File: src/design/rcc_pkg.sv
// Shared constants and types for radius connected clustering.
package rcc_pkg;
	localparam int MaxPoints = 64;
	localparam int CoordBits = 24;
	localparam int IdxBits = $clog2(MaxPoints);
	localparam int CntBits = $clog2(MaxPoints + 1);
	localparam int RadBits = 23;
	localparam int DiffBits = CoordBits + 1;
	localparam int SqBits = 2 * RadBits + 1;
	localparam logic [RadBits-1:0] RadiusReset = RadBits'(160);

	typedef logic signed [CoordBits-1:0] coord_t;
	typedef logic [IdxBits-1:0] idx_t;
	typedef logic [CntBits-1:0] cnt_t;
	typedef logic [RadBits-1:0] rad_t;

	// request to / answer from the shared link unit
	typedef struct packed {
		logic go;
		coord_t ax;
		coord_t ay;
		coord_t bx;
		coord_t by;
	} link_req_t;

	typedef struct packed {
		logic done;
		logic linked;
	} link_rsp_t;
endpackage

File: src/design/rcc_link_unit.sv
// Shared distance unit: pipelined squared-distance compare of two points.
module rcc_link_unit (
	input  logic              clk,
	input  logic              arst_n,
	input  rcc_pkg::rad_t     radius,
	input  rcc_pkg::link_req_t req,
	output rcc_pkg::link_rsp_t rsp
);
	import rcc_pkg::*;

	logic [DiffBits-1:0] dx_s1, dy_s1;
	logic v_s1, v_s2, v_s3;
	logic far_s2, far_s3;
	logic [SqBits-2:0] sx_s2, sy_s2;
	logic [SqBits-1:0] sum_s3;
	logic [SqBits-2:0] rr_s2, rr_s3;
	logic signed [DiffBits-1:0] ddx, ddy;

	assign ddx = DiffBits'(req.ax) - DiffBits'(req.bx);
	assign ddy = DiffBits'(req.ay) - DiffBits'(req.by);

	always_ff @(posedge clk or negedge arst_n) begin
		if (!arst_n) begin
			v_s1 <= 1'b0;
			v_s2 <= 1'b0;
			v_s3 <= 1'b0;
		end else begin
			v_s1 <= req.go;
			v_s2 <= v_s1;
			v_s3 <= v_s2;
		end
	end

	always_ff @(posedge clk) begin
		dx_s1 <= ddx[DiffBits-1] ? DiffBits'(-ddx) : ddx;
		dy_s1 <= ddy[DiffBits-1] ? DiffBits'(-ddy) : ddy;
		far_s2 <= (dx_s1 > DiffBits'(radius)) || (dy_s1 > DiffBits'(radius));
		sx_s2 <= (SqBits-1)'(RadBits'(dx_s1)) * (SqBits-1)'(RadBits'(dx_s1));
		sy_s2 <= (SqBits-1)'(RadBits'(dy_s1)) * (SqBits-1)'(RadBits'(dy_s1));
		rr_s2 <= (SqBits-1)'(radius) * (SqBits-1)'(radius);
		far_s3 <= far_s2;
		sum_s3 <= SqBits'(sx_s2) + SqBits'(sy_s2);
		rr_s3 <= rr_s2;
	end

	assign rsp.done = v_s3;
	assign rsp.linked = !far_s3 && (sum_s3 <= SqBits'(rr_s3));
endmodule

File: config.mk
export PLATFORM = sky130hd
export DESIGN_NAME = rcc_link_unit
export DESIGN_NICKNAME = d
export VERILOG_FILES = /design/src/design/rcc_pkg.sv /design/src/design/rcc_link_unit.sv
export SDC_FILE = /design/constraint.sdc
export NUM_CORES = 2
export LEC_CHECK = 0
export ABC_AREA = 1
export BUFFER_PORTS_ARGS = -buffer_cell sky130_fd_sc_hd__buf_2
export CAP_MARGIN = 10
export CORE_MARGIN = 5
export CORE_UTILIZATION = 70
export CTS_BUF_LIST = sky130_fd_sc_hd__clkbuf_8 sky130_fd_sc_hd__clkbuf_16
export CTS_CLUSTER_DIAMETER = 80
export DETAILED_ROUTE_END_ITERATION = 10
export PLACE_DENSITY = 0.88
export SYNTH_ARGS = -nofsm -noshare
export SYNTH_HDL_FRONTEND = slang
export SYNTH_SLANG_ARGS = --single-unit
export TNS_END_PERCENT = 30
File: constraint.sdc
create_clock -name clk -period 15.8 [get_ports clk]
set_clock_uncertainty 0.15 [all_clocks]
set_input_delay 1.58 -clock clk [delete_from_list [all_inputs] [get_ports clk]]
set_output_delay 1.58 -clock clk [all_outputs]
set_load 0.02 [all_outputs]
==> metrics.txt <==
Final Setup Violations=0; Post-synth EDFFs=0; Slew Limit Fails=0; synthesis-to-finish area growth=4.78%; hold_buf cts=0; Yosys reg bits=282; crit path DAT=8.13 ns; Bufs on Longest Clock Path=3; cell area after synthesis=0.0626 mm2; RSZ-0062 raised after global routing=no; Avg Vias per Cell=around 5.5; GR Util All Layers=35.4%; Worst setup SP type=input pin; first-pass iteration count of the detailed router=8; CTS tree=yes; grt ovf=0; ys flop type=dfxtp_1; Worst Setup End Kind=flop; cell taking the most area after synthesis=fa_1; Post-DRT Antenna Nets=0; Synth top area share=a little under two fifths; Worst Setup Path Type=input pin to flop; H-tree Lvls=2; Worst-path clk slew=0.07 ns; Setup TNS Final=0 ns; die height=just over 300 um; max-cap viol count=0; via count=about 51,000; final wirelength=~160,000 um; maximum fanout along the worst path=24; largest net degree at the start of global routing=28; register area=~0.0057 mm2; Fillers=about 6,600; Die X-Extent=309 um; Fmax=128 MHz; synth top area cells=fa_1 (37%), ha_1 (14%), inv_1 (14%), nand2_1 (10%), dfxtp_1 (8.9%); DR WL/cell=approximately 18 um; global-route wire length before repair=271,000 um; YS warnings=0; final count of hold timing violations=0; Async S/R FF share, synth=1.06%; Synthesized Nets=approximately 10,000; syn_area_per_cell=7.87 um2; vias in the first global route=55,100; sequential share of the synthesized area=about 9.0%; Die ar.=0.0956 mm2; Worst EP required=roughly 16 ns; CTS buffer count=34; Final GP Congestion=0.996; post-CTS setup buffers=0; Core Area=0.0886 mm2; I/O pins=between 100 and 150; Multi-input gate area=around 0.048 mm2; Site Rows=109; Period minus WS final=7.79 ns; Root Driver=clkbuf_16; DRC Markers=0; # resized after CTS=0; post-DP HPWL=140,000 um; worst-margin pin slew=around 1.3 ns; Port Buffers=123; Mapped Cells=7,955; number of distinct library cells after synthesis=49; worst hold path class=flop to flop; Final period util=49.3%; clk_lat worst skew=0.57 ns; outcome=finished, final reports clean; clk sinks=282; layout cell share with drive strength beyond 1=3.51%; Final nets=about 10,000; antenna violations before repair=3; DR iter-0 viols=3,879; total inserted antenna cells=0; Starting Density=70.7%; relative slew slack=15.5%
[flip-flops by register name, indices dropped and copies added, names as in the netlist]
name / count
sum_s3: 47
rr_s2: 45
rr_s3: 45
sx_s2: 45
sy_s2: 45
dx_s1: 25
dy_s1: 25
far_s2: 1
far_s3: 1
v_s1: 1
v_s2: 1
v_s3: 1
[kinds of logic after synthesis]
family / synth area share [%]
AOI/OAI and AO/OA: 5.92
xor gates and xnor gates: 3.26
adders and majority gates: 51.1
buffers and inverters: 14.9
DFF: 9.04
and+or+nand+nor: 15.8
[cells in the final DEF, fill, tap and decap left out, types with 5 or more instances in the layout]
cell,n
nor4_1,18
clkinv_2,6
o21a_1,21
ha_1,702
dfxtp_1,279
xnor2_1,80
o211ai_1,10
nand2_4,6
a21o_1,31
a211oi_1,5
nand4_1,61
o221ai_1,8
o21ai_0,157
buf_4,45
o21bai_1,36
nor2_2,8
xor2_1,153
nand2_1,1677
a31oi_1,45
nor2_1,376
nand3b_1,8
nand2_2,20
clkbuf_16,35
and3_1,10
inv_1,2326
buf_2,123
a21boi_0,8
a21oi_1,321
nand3_1,191
fa_1,1159
nor3_1,45
[critical path: stages]
cell	delay, ns
buf_2	0.48
nand2_1	0.20
fa_1	0.56
inv_1	0.07
fa_1	0.55
inv_1	0.06
fa_1	0.48
fa_1	0.56
inv_1	0.05
fa_1	0.44
fa_1	0.49
inv_1	0.05
fa_1	0.47
inv_1	0.04
ha_1	0.37
nand2_1	0.16
nor2_1	0.32
nand2_1	0.12
nor4_1	0.45
nand3_1	0.27
nand4_1	0.18
xor2_1	0.18
[synthesized netlist by cell type (10+ instances only)]
cell type / instances
a21o_1: 31
xor2_1: 153
inv_1: 2323
nor4_1: 18
o21bai_1: 36
a31oi_1: 45
and3_1: 10
dfxtp_1: 279
o21ai_0: 157
nand3_1: 191
nor2_1: 376
o211ai_1: 10
a21oi_1: 321
nand4_1: 61
xnor2_1: 80
nand2_2: 20
ha_1: 702
clkbuf_1: 146
o21a_1: 21
nand2_1: 1677
nor3_1: 45
fa_1: 1159
[per-layer routing]
layer	vias to the layer above	part of all wire (%)	GRT usage, %
li1	23500	-	-
met1	24400	40	46.9
met2	2173	47	59.1
met3	567	8.0	5.44
met4	2	4.8	14.5
met5	-	0.0079	0
[stage by stage]
step                std cells  instance area (um2)  worst slack (ns)  hold WS [ns]  util (%)
floorplan                7955                62600              8.36         0.160         -
global placement         9132                64400              7.65         0.160      72.7
detailed placement       9132                64400              7.59         0.162      72.7
CTS                      9194                65600              8.17         0.172      74.0
global route             9194                65600              7.69         0.187      74.0
finish                   9194                65600              8.01         0.169      74.0
[worst paths after layout]
kind | from | end | slack [ns] | cells past startpoint
worst max-delay path | radius[10] | rr_s2[43] | 8.01 | 22
worst min-delay path | rr_s2[23] | rr_s3[23] | 0.17 | 0
worst max register to register | dx_s1[3] | sx_s2[37] | 8.40 | 20
worst min register to register | rr_s2[23] | rr_s3[23] | 0.17 | 0
max in group asynchronous | arst_n | v_s2 | 14.75 | 1
min in group asynchronous | arst_n | v_s3 | 0.64 | 1
[area by class of cell]
type	instances	share of cell area, %
multi-input cells	5189	72.6
inverters	2328	13.3
flip-flops and latches	282	8.63
well taps	1165	2.22
repair buffers	168	1.45
clock buffers	39	1.42
clock inverters	23	0.408
Power is not shown: default switching activity piles up to over one toggle a cycle in this logic, so the estimate is an artifact.
